**config.mk**
```make
export PLATFORM = sky130hd
export DESIGN_NAME = multimode_pid_bang_controller_core_flat
export DESIGN_NICKNAME = d
export VERILOG_FILES = /design/src/design/mpbc_pkg.sv /design/src/design/mpbc_in_if.sv /design/src/design/mpbc_out_if.sv /design/src/design/multimode_pid_bang_controller_core.sv /design/src/design/mpbc_cfg.sv /design/src/design/mpbc_front.sv /design/src/design/mpbc_back.sv /design/src/flat_wrapper.sv
export SDC_FILE = /design/constraint.sdc
export NUM_CORES = 2
export LEC_CHECK = 0
export ABC_AREA = 1
export BUFFER_PORTS_ARGS = -buffer_cell sky130_fd_sc_hd__buf_4
export CAP_MARGIN = 15
export CORE_MARGIN = 8
export CORE_UTILIZATION = 35
export DETAILED_ROUTE_END_ITERATION = 16
export PLACE_DENSITY = 0.49
export SLEW_MARGIN = 20
export SYNTH_ARGS = -nofsm -noshare
export SYNTH_HDL_FRONTEND = slang
export SYNTH_SLANG_ARGS = --single-unit
```
**constraint.sdc**
```tcl
create_clock -name clk -period 8.76 [get_ports clk]
set_clock_uncertainty 0.05 [all_clocks]
set_input_delay 0.876 -clock clk [delete_from_list [all_inputs] [get_ports clk]]
set_output_delay 0.876 -clock clk [all_outputs]
set_load 0.03 [all_outputs]
```
**src/design/mpbc_pkg.sv**
```systemverilog
`default_nettype none

package mpbc_pkg;

  localparam logic [2:0] MODE_PASS  = 3'd0;
  localparam logic [2:0] MODE_ONOFF = 3'd1;
  localparam logic [2:0] MODE_BANG  = 3'd2;
  localparam logic [2:0] MODE_HYST  = 3'd3;
  localparam logic [2:0] MODE_PROP  = 3'd4;
  localparam logic [2:0] MODE_PID   = 3'd5;

  localparam int INDEX_W = 3;
  localparam int CFG_W   = 16;

  localparam logic [INDEX_W-1:0] REG_MODE   = 3'd0;
  localparam logic [INDEX_W-1:0] REG_BANG   = 3'd1;
  localparam logic [INDEX_W-1:0] REG_HYST   = 3'd2;
  localparam logic [INDEX_W-1:0] REG_PGAIN  = 3'd3;
  localparam logic [INDEX_W-1:0] REG_K0     = 3'd4;
  localparam logic [INDEX_W-1:0] REG_K1     = 3'd5;
  localparam logic [INDEX_W-1:0] REG_K2     = 3'd6;
  localparam logic [INDEX_W-1:0] REG_LIMIT  = 3'd7;

  localparam logic [14:0] LIMIT_RESET = 15'h7FFF;

  typedef struct packed {
    logic        [2:0]  mode;
    logic        [14:0] bang_level;
    logic        [15:0] hyst_width;
    logic signed [15:0] prop_gain;
    logic signed [15:0] k0;
    logic signed [15:0] k1;
    logic signed [15:0] k2;
    logic        [14:0] limit;
  } cfg_t;

  typedef struct packed {
    logic               kind;
    logic signed [15:0] reference;
    logic signed [16:0] err;
    logic signed [32:0] p0;
    logic signed [32:0] p1;
    logic signed [32:0] p2;
  } stage_t;

endpackage

`default_nettype wire

```
**src/design/mpbc_in_if.sv**
```systemverilog
`default_nettype none

interface mpbc_in_if;
  logic               valid;
  logic               ready;
  logic               kind;
  logic signed [15:0] reference;
  logic signed [15:0] measurement;

  modport source (output valid, output kind, output reference, output measurement,
                  input ready);
  modport sink   (input valid, input kind, input reference, input measurement,
                  output ready);
endinterface

`default_nettype wire

```
**src/design/mpbc_out_if.sv**
```systemverilog
`default_nettype none

interface mpbc_out_if;
  logic               valid;
  logic               ready;
  logic signed [15:0] drive;
  logic               was_clamped;

  modport source (output valid, output drive, output was_clamped, input ready);
  modport sink   (input valid, input drive, input was_clamped, output ready);
endinterface

`default_nettype wire

```
**src/design/multimode_pid_bang_controller_core.sv**
```systemverilog
// Pipeline: a beat accepted passes the input register, product register and result register
//   in that order before it is offered on the output.
// Throughput: one beat per cycle unless stalled; the PID loop closes in the result stage.
// The input side keeps accepting while a result waits, until all three stages are full.
// Reset: synchronous, active low; clears pipeline valids, stored errors and stored output,
//   and returns the registers to their reset values (limit 32767, others 0).
`default_nettype none

module multimode_pid_bang_controller_core (
  input  wire logic                          clk,
  input  wire logic                          rst_n,
  mpbc_in_if.sink                            in_bus,
  mpbc_out_if.source                         out_bus,
  input  wire logic                          cfg_we,
  input  wire logic [mpbc_pkg::INDEX_W-1:0]  cfg_index,
  input  wire logic [mpbc_pkg::CFG_W-1:0]    cfg_wdata
);

  mpbc_pkg::cfg_t   cfg;
  mpbc_pkg::stage_t s1;
  logic             s1_valid;
  logic             down_ready;

  mpbc_cfg u_cfg (
    .clk       (clk),
    .rst_n     (rst_n),
    .cfg_we    (cfg_we),
    .cfg_index (cfg_index),
    .cfg_wdata (cfg_wdata),
    .cfg       (cfg)
  );

  mpbc_front u_front (
    .clk        (clk),
    .rst_n      (rst_n),
    .in_bus     (in_bus),
    .cfg        (cfg),
    .down_ready (down_ready),
    .s1_valid   (s1_valid),
    .s1         (s1)
  );

  mpbc_back u_back (
    .clk        (clk),
    .rst_n      (rst_n),
    .cfg        (cfg),
    .s1_valid   (s1_valid),
    .s1         (s1),
    .down_ready (down_ready),
    .out_bus    (out_bus)
  );

  a_drive_in_limit: assert property (@(posedge clk) disable iff (!rst_n)
    out_bus.valid |-> ($signed(out_bus.drive) <= $signed({1'b0, cfg.limit}) &&
                       $signed(out_bus.drive) >= -$signed({1'b0, cfg.limit})))
    else $error("drive beat outside limit");

  a_clamp_at_limit: assert property (@(posedge clk) disable iff (!rst_n)
    (out_bus.valid && out_bus.was_clamped) |->
      ($signed(out_bus.drive) == $signed({1'b0, cfg.limit}) ||
       $signed(out_bus.drive) == -$signed({1'b0, cfg.limit})))
    else $error("clamped beat not at limit");

  a_stall_only_when_full: assert property (@(posedge clk) disable iff (!rst_n)
    !in_bus.ready |-> (s1_valid && out_bus.valid && !out_bus.ready))
    else $error("input stalled with room in pipeline");

endmodule

`default_nettype wire

```
**src/design/mpbc_cfg.sv**
```systemverilog
`default_nettype none

module mpbc_cfg (
  input  wire logic                          clk,
  input  wire logic                          rst_n,
  input  wire logic                          cfg_we,
  input  wire logic [mpbc_pkg::INDEX_W-1:0]  cfg_index,
  input  wire logic [mpbc_pkg::CFG_W-1:0]    cfg_wdata,
  output mpbc_pkg::cfg_t                     cfg
);

  mpbc_pkg::cfg_t cfg_r, cfg_nxt;

  always_comb begin
    cfg_nxt = cfg_r;
    if (cfg_we) begin
      unique case (cfg_index)
        mpbc_pkg::REG_MODE:  cfg_nxt.mode       = cfg_wdata[2:0];
        mpbc_pkg::REG_BANG:  cfg_nxt.bang_level = cfg_wdata[14:0];
        mpbc_pkg::REG_HYST:  cfg_nxt.hyst_width = cfg_wdata;
        mpbc_pkg::REG_PGAIN: cfg_nxt.prop_gain  = signed'(cfg_wdata);
        mpbc_pkg::REG_K0:    cfg_nxt.k0         = signed'(cfg_wdata);
        mpbc_pkg::REG_K1:    cfg_nxt.k1         = signed'(cfg_wdata);
        mpbc_pkg::REG_K2:    cfg_nxt.k2         = signed'(cfg_wdata);
        mpbc_pkg::REG_LIMIT: cfg_nxt.limit      = cfg_wdata[14:0];
      endcase
    end
  end

  always_ff @(posedge clk) begin
    if (!rst_n) begin
      cfg_r <= '{mpbc_pkg::MODE_PASS, 15'd0, 16'd0, 16'sd0, 16'sd0, 16'sd0, 16'sd0,
                 mpbc_pkg::LIMIT_RESET};
    end else begin
      cfg_r <= cfg_nxt;
    end
  end

  assign cfg = cfg_r;

endmodule

`default_nettype wire

```
**src/design/mpbc_front.sv**
```systemverilog
`default_nettype none

module mpbc_front (
  input  wire logic            clk,
  input  wire logic            rst_n,
  mpbc_in_if.sink              in_bus,
  input  wire mpbc_pkg::cfg_t  cfg,
  input  wire logic            down_ready,
  output logic                 s1_valid,
  output mpbc_pkg::stage_t     s1
);

  logic               s0_valid_r, s0_valid_nxt;
  logic               s0_kind_r;
  logic signed [15:0] s0_ref_r;
  logic signed [15:0] s0_meas_r;
  logic               s1_valid_r, s1_valid_nxt;
  mpbc_pkg::stage_t   s1_r, s1_nxt;
  logic signed [16:0] last_err_r, last_err_nxt;
  logic signed [16:0] older_err_r, older_err_nxt;

  logic               s1_ready;
  logic               s0_ready;
  logic               s0_load;
  logic               s1_load;
  logic signed [16:0] err;
  logic signed [15:0] coef_a;

  assign s1_ready     = !s1_valid_r || down_ready;
  assign s0_ready     = !s0_valid_r || s1_ready;
  assign in_bus.ready = s0_ready;
  assign s0_load      = in_bus.valid && s0_ready;
  assign s1_load      = s0_valid_r && s1_ready;

  assign err    = 17'(s0_ref_r) - 17'(s0_meas_r);
  assign coef_a = (cfg.mode == mpbc_pkg::MODE_PROP) ? cfg.prop_gain : cfg.k0;

  always_comb begin
    s0_valid_nxt = s0_load || (s0_valid_r && !s1_ready);
    s1_valid_nxt = s1_load || (s1_valid_r && !down_ready);

    s1_nxt           = s1_r;
    last_err_nxt     = last_err_r;
    older_err_nxt    = older_err_r;
    if (s1_load) begin
      s1_nxt.kind      = s0_kind_r;
      s1_nxt.reference = s0_ref_r;
      s1_nxt.err       = err;
      s1_nxt.p0        = 33'(coef_a) * 33'(err);
      s1_nxt.p1        = 33'(cfg.k1) * 33'(last_err_r);
      s1_nxt.p2        = 33'(cfg.k2) * 33'(older_err_r);
      if (s0_kind_r) begin
        last_err_nxt  = '0;
        older_err_nxt = '0;
      end else if (cfg.mode == mpbc_pkg::MODE_PID) begin
        older_err_nxt = last_err_r;
        last_err_nxt  = err;
      end
    end
  end

  always_ff @(posedge clk) begin
    if (!rst_n) begin
      s0_valid_r  <= 1'b0;
      s1_valid_r  <= 1'b0;
      last_err_r  <= '0;
      older_err_r <= '0;
    end else begin
      s0_valid_r  <= s0_valid_nxt;
      s1_valid_r  <= s1_valid_nxt;
      last_err_r  <= last_err_nxt;
      older_err_r <= older_err_nxt;
    end
  end

  always_ff @(posedge clk) begin
    if (s0_load) begin
      s0_kind_r <= in_bus.kind;
      s0_ref_r  <= in_bus.reference;
      s0_meas_r <= in_bus.measurement;
    end
    s1_r <= s1_nxt;
  end

  assign s1_valid = s1_valid_r;
  assign s1       = s1_r;

endmodule

`default_nettype wire

```
**src/design/mpbc_back.sv**
```systemverilog
`default_nettype none

module mpbc_back (
  input  wire logic              clk,
  input  wire logic              rst_n,
  input  wire mpbc_pkg::cfg_t    cfg,
  input  wire logic              s1_valid,
  input  wire mpbc_pkg::stage_t  s1,
  output logic                   down_ready,
  mpbc_out_if.source             out_bus
);

  logic               out_valid_r, out_valid_nxt;
  logic signed [15:0] drive_r, drive_nxt;
  logic               clamped_r, clamped_nxt;
  logic signed [31:0] last_out_r, last_out_nxt;

  logic               take;
  logic signed [34:0] acc;
  logic signed [34:0] rnd_src;
  logic signed [35:0] rnd_sum;
  logic signed [27:0] rnd;
  logic signed [33:0] pid_sum;
  logic signed [31:0] pid_sat;
  logic signed [18:0] err2;
  logic signed [18:0] hw;
  logic signed [31:0] bang;
  logic signed [31:0] lim;
  logic               err_pos;
  logic               err_neg;
  logic signed [31:0] u;

  assign down_ready = !out_valid_r || out_bus.ready;
  assign take       = s1_valid && down_ready;

  assign acc     = 35'(s1.p0) + 35'(s1.p1) + 35'(s1.p2);
  assign rnd_src = (cfg.mode == mpbc_pkg::MODE_PID) ? acc : 35'(s1.p0);
  assign rnd_sum = 36'(rnd_src) + 36'sd128;
  assign rnd     = signed'(rnd_sum[35:8]);
  assign pid_sum = 34'(last_out_r) + 34'(rnd);

  always_comb begin
    if (pid_sum[33:31] == 3'b000 || pid_sum[33:31] == 3'b111) begin
      pid_sat = signed'(pid_sum[31:0]);
    end else if (pid_sum[33]) begin
      pid_sat = 32'sh8000_0000;
    end else begin
      pid_sat = 32'sh7FFF_FFFF;
    end
  end

  assign err2    = {s1.err[16], s1.err, 1'b0};
  assign hw      = signed'({3'b000, cfg.hyst_width});
  assign bang    = signed'({17'd0, cfg.bang_level});
  assign lim     = signed'({17'd0, cfg.limit});
  assign err_pos = !s1.err[16] && (s1.err != '0);
  assign err_neg = s1.err[16];

  always_comb begin
    unique case (cfg.mode)
      mpbc_pkg::MODE_ONOFF: u = err_pos ? bang : '0;
      mpbc_pkg::MODE_BANG:  u = err_pos ? bang : (err_neg ? -bang : '0);
      mpbc_pkg::MODE_HYST: begin
        if (err2 > hw) begin
          u = bang;
        end else if (err2 < -hw) begin
          u = -bang;
        end else begin
          u = last_out_r;
        end
      end
      mpbc_pkg::MODE_PROP:  u = 32'(rnd);
      mpbc_pkg::MODE_PID:   u = pid_sat;
      default:              u = 32'(s1.reference);
    endcase
  end

  always_comb begin
    out_valid_nxt = take || (out_valid_r && !out_bus.ready);
    drive_nxt     = drive_r;
    clamped_nxt   = clamped_r;
    last_out_nxt  = last_out_r;
    if (take) begin
      if (s1.kind) begin
        drive_nxt    = '0;
        clamped_nxt  = 1'b0;
        last_out_nxt = '0;
      end else begin
        priority if (u > lim) begin
          drive_nxt   = lim[15:0];
          clamped_nxt = 1'b1;
        end else if (u < -lim) begin
          drive_nxt   = 16'(-lim);
          clamped_nxt = 1'b1;
        end else begin
          drive_nxt   = u[15:0];
          clamped_nxt = 1'b0;
        end
        if (cfg.mode == mpbc_pkg::MODE_HYST || cfg.mode == mpbc_pkg::MODE_PID) begin
          last_out_nxt = u;
        end
      end
    end
  end

  always_ff @(posedge clk) begin
    if (!rst_n) begin
      out_valid_r <= 1'b0;
      last_out_r  <= '0;
    end else begin
      out_valid_r <= out_valid_nxt;
      last_out_r  <= last_out_nxt;
    end
  end

  always_ff @(posedge clk) begin
    drive_r   <= drive_nxt;
    clamped_r <= clamped_nxt;
  end

  assign out_bus.valid       = out_valid_r;
  assign out_bus.drive       = drive_r;
  assign out_bus.was_clamped = clamped_r;

endmodule

`default_nettype wire
```
**src/flat_wrapper.sv**
```systemverilog
// flat-port wrapper written by rule: the top's interface ports become plain ports
module multimode_pid_bang_controller_core_flat 
  (clk, rst_n, cfg_we, cfg_index, cfg_wdata, in_bus_valid, in_bus_kind, in_bus_reference, in_bus_measurement, in_bus_ready, out_bus_valid, out_bus_drive, out_bus_was_clamped, out_bus_ready);
  mpbc_in_if in_bus_i ();
  mpbc_out_if out_bus_i ();
  input  wire logic clk;
  input  wire logic rst_n;
  input  wire logic cfg_we;
  input  wire logic [mpbc_pkg::INDEX_W-1:0] cfg_index;
  input  wire logic [mpbc_pkg::CFG_W-1:0] cfg_wdata;
  input wire logic [$bits(in_bus_i.valid)-1:0] in_bus_valid;
  input wire logic [$bits(in_bus_i.kind)-1:0] in_bus_kind;
  input wire logic [$bits(in_bus_i.reference)-1:0] in_bus_reference;
  input wire logic [$bits(in_bus_i.measurement)-1:0] in_bus_measurement;
  output wire logic [$bits(in_bus_i.ready)-1:0] in_bus_ready;
  output wire logic [$bits(out_bus_i.valid)-1:0] out_bus_valid;
  output wire logic [$bits(out_bus_i.drive)-1:0] out_bus_drive;
  output wire logic [$bits(out_bus_i.was_clamped)-1:0] out_bus_was_clamped;
  input wire logic [$bits(out_bus_i.ready)-1:0] out_bus_ready;
  assign in_bus_i.valid = in_bus_valid;
  assign in_bus_i.kind = in_bus_kind;
  assign in_bus_i.reference = in_bus_reference;
  assign in_bus_i.measurement = in_bus_measurement;
  assign in_bus_ready = in_bus_i.ready;
  assign out_bus_valid = out_bus_i.valid;
  assign out_bus_drive = out_bus_i.drive;
  assign out_bus_was_clamped = out_bus_i.was_clamped;
  assign out_bus_i.ready = out_bus_ready;
  multimode_pid_bang_controller_core u_core (.clk(clk), .rst_n(rst_n), .in_bus(in_bus_i), .out_bus(out_bus_i), .cfg_we(cfg_we), .cfg_index(cfg_index), .cfg_wdata(cfg_wdata));
endmodule
```
==> out/metrics.yaml <==
run_status: "finished, final reports clean"
drv_slew: 0
reg2reg_to: "u_core.u_front.s1[95]"
dp_cells: 8994
grtUsageTotal_pct: 22.30
firstDrtPassIters: 6
p_per_area_mw_per_mm2: 120.2
port_buffers: 75
cts_tree: "built"
drive_gt1_share_pct: 9.156
gr-total-overflow: 0
drc: 0
finalSetupViolCount: 0
numCtsBuffers: 48
crit_family: "adder cells"
cts_buffer_depth: 3
ys_seq_area_share_pct: 16.60
synthTopCellsByArea: "fa_1 31%, inv_1 11%, nand2_1 11%"
r2r_slack_ns: 0.47
synth_area_leader_cell: "fa_1"
irDropWorstVdd_mv: 0.1603
grt_first_pass_wirelength_mm: 288.8
synth_top_area_share_pct: 31.39
synth_edf_count: 183
hold_path_end: "u_core.u_front.s0_meas_r[14]"
leakagePower_nw: 29.06
drt_iter0_drc: 3120
clk_pin_slew_ns: 0.06
cp_common_cell: "nand2_1"
postLayoutCellArea_sq_mm: 0.06077
grt_max_degree: 99
chipHeight_um: 412.6
place_hpwl_mm: 157.5
hold_depth: 1
post-route-period-util_pct: 94.66
yosysWarnings: 0
initial_utilization_pct: 35.24
syn_inst: 6946
cp_data_required_time_ns: 9.09
synthesis.area_sq_mm: 0.05504
wl_per_cell_um: 21.04
synth_ff_type: "edfxtp_1"
hold_viol_final: 0
ios: 76
postRouteAntennaNets: 0
start_kind: "flop"
cp_max_fo: 15
slew_headroom_pct: 22.89
coreArea_sq_mm: 0.1562
numClockSinks: 365
place_area_sq_mm: 0.05849
worst_pin_slew_ns: 1.148
routed_via_density: 4.890
die-area_sq_mm: 0.1702
rr_startpoint: "u_core.u_front.s0_ref_r[0]"
min_period_ns: 8.292
synth_fp_nets: 8286
routed_wl_mm: 191.4
insertion_delay_ns: 0.65
final_common_cell: "inv_1"
yosysUniqueCellTypes: 66
fp-row-count: 145
dr_total_vias: 44470
clock-root-buffer: "clkbuf_16"
worstSetupPathType: "reg -> reg"
layout_common_cells: "1568 x inv_1, 1550 x nand2_1, 863 x fa_1"
die_w_um: 412.6
hp-start: "in_bus_measurement[14]"
grt_pass1_vias: 45870
synthArstFlopShare_pct: 0
maxCapViolations: 0
routabilityCongestion: 0.9551
final_nets: 8334
worst_path_max_delay_cell: "fa_1"
antenna_found_initial: 7
end_kind: "flop"
critPathArrivalTime_ns: 8.62
fmax_mhz: 120.6
rr_worst_depth: 37
min_path_type: "in -> reg"
area_growth_pct: 10.39
finalNonFillerCells: 9095
htreeDepth: 2
cp_num_buf_inv: 6
avgSynthCellArea_sq_um: 7.925
cp_slowest_stage_delay_ns: 0.69
ys_ff_latch: 365
==> synth_stat cells, drive strengths merged, types with 14 or more instances <==
master / n
nand2: 1604
inv: 1600
fa: 863
nor2: 488
ha: 420
a21oi: 374
o21ai: 289
clkbuf: 230
edfxtp: 183
dfxtp: 182
nand3: 166
xor2: 130
or2: 64
xnor2: 62
nand4: 50
nor3: 38
o21bai: 23
buf: 21
a21boi: 17
nor4: 16
and2: 14
==> through the flow <==
| stage | utilization (%) | hold WS, ns | total power, W | worst slack, ns | setup TNS [ns] |
|---|---|---|---|---|---|
| after floorplan | - | 0.3745 | 0.004031 | 1.078 | 0 |
| after global placement | 37.44 | 0.3840 | 0.005095 | -0.005653 | -0.005653 |
| after detailed placement | 37.44 | 0.3925 | 0.005093 | 0.07377 | 0 |
| after CTS | 38.50 | 0.3168 | 0.007229 | 0.03739 | 0 |
| after global routing | 38.90 | 0.3328 | 0.007776 | -0.03847 | -0.05144 |
| final | 38.90 | 0.3591 | 0.007301 | 0.4677 | 0 |
==> kinds of logic (layout without fill, tap and decap cells) <==
kind of cell | after synthesis | count (layout) | synth area share (%)
other | 0 | 3 | 0
DFF | 365 | 365 | 16.60
adders and majority gates | 1283 | 1283 | 40.93
AOI/OAI and AO/OA | 791 | 791 | 7.869
xor gates and xnor gates | 192 | 192 | 3.055
and+or+nand+nor | 2456 | 2456 | 18.73
buffers and inverters | 1859 | 1947 | 12.80
==> power by group <==
| part | switching, W | internal [W] |
|---|---|---|
| sequential | 0.000125 | 0.00192 |
| clock | 0.000892 | 0.00122 |
| combinational | 0.00208 | 0.00107 |
==> flip-flops by register name (all words and copies together) (netlist names), 16 cells and up <==
register / count
u_core.u_back.out_bus.drive: 16
u_core.u_back.last_out_r: 32
u_core.u_front.last_err_r: 17
u_core.u_front.older_err_r: 17
u_core.u_front.s0_meas_r: 16
u_core.u_cfg.cfg: 113
u_core.u_front.s0_ref_r: 16
u_core.u_front.s1: 133
==> metal layers <==
metal / up-vias / part of all wire, % / GRT usage (%) / wire length [um]
li1: 21100 / - / - / -
met1: 22060 / 45 / 30.68 / 86170
met2: 1098 / 47 / 37.75 / 90800
met3: 216 / 4.9 / 2.283 / 9405
met4: 0 / 2.6 / 5.363 / 5015
met5: - / 0 / 0 / 0
==> worst max-delay path by stage <==
stage,cells past startpoint,endpoint,start
after global routing,57,u_core.u_back.out_bus.drive[1],u_core.u_front.s1[5]
after CTS,56,u_core.u_back.out_bus.drive[1],u_core.u_front.s1[3]
after global placement,48,u_core.u_back.out_bus.drive[1],u_core.u_front.s1[30]
final,37,u_core.u_front.s1[95],u_core.u_front.s0_ref_r[0]
after floorplan,38,u_core.u_front.s1[93],u_core.u_front.s0_ref_r[2]
after detailed placement,56,u_core.u_back.out_bus.drive[1],u_core.u_front.s1[3]
==> repair_timing <==
action,4_1_cts,5_1_grt
hold buffers,0,0
setup endpoints to repair,0,26
hold endpoints to repair,0,0
gates resized for setup,0,138
setup buffers,0,8
==> cell type report <==
class | instances | area (sq um)
Antenna cell | 3 | 7.507
Clock buffer | 62 | 1338
Clock inverter | 28 | 315.3
Fill cell | 16300 | 95440
Inverter | 1608 | 6047
Multi-Input combinational cell | 4722 | 39430
Sequential cell | 365 | 9139
Tap cell | 2058 | 2575
Timing Repair Buffer | 249 | 1911
No activity file was read; power rests on OpenSTA's default activity.
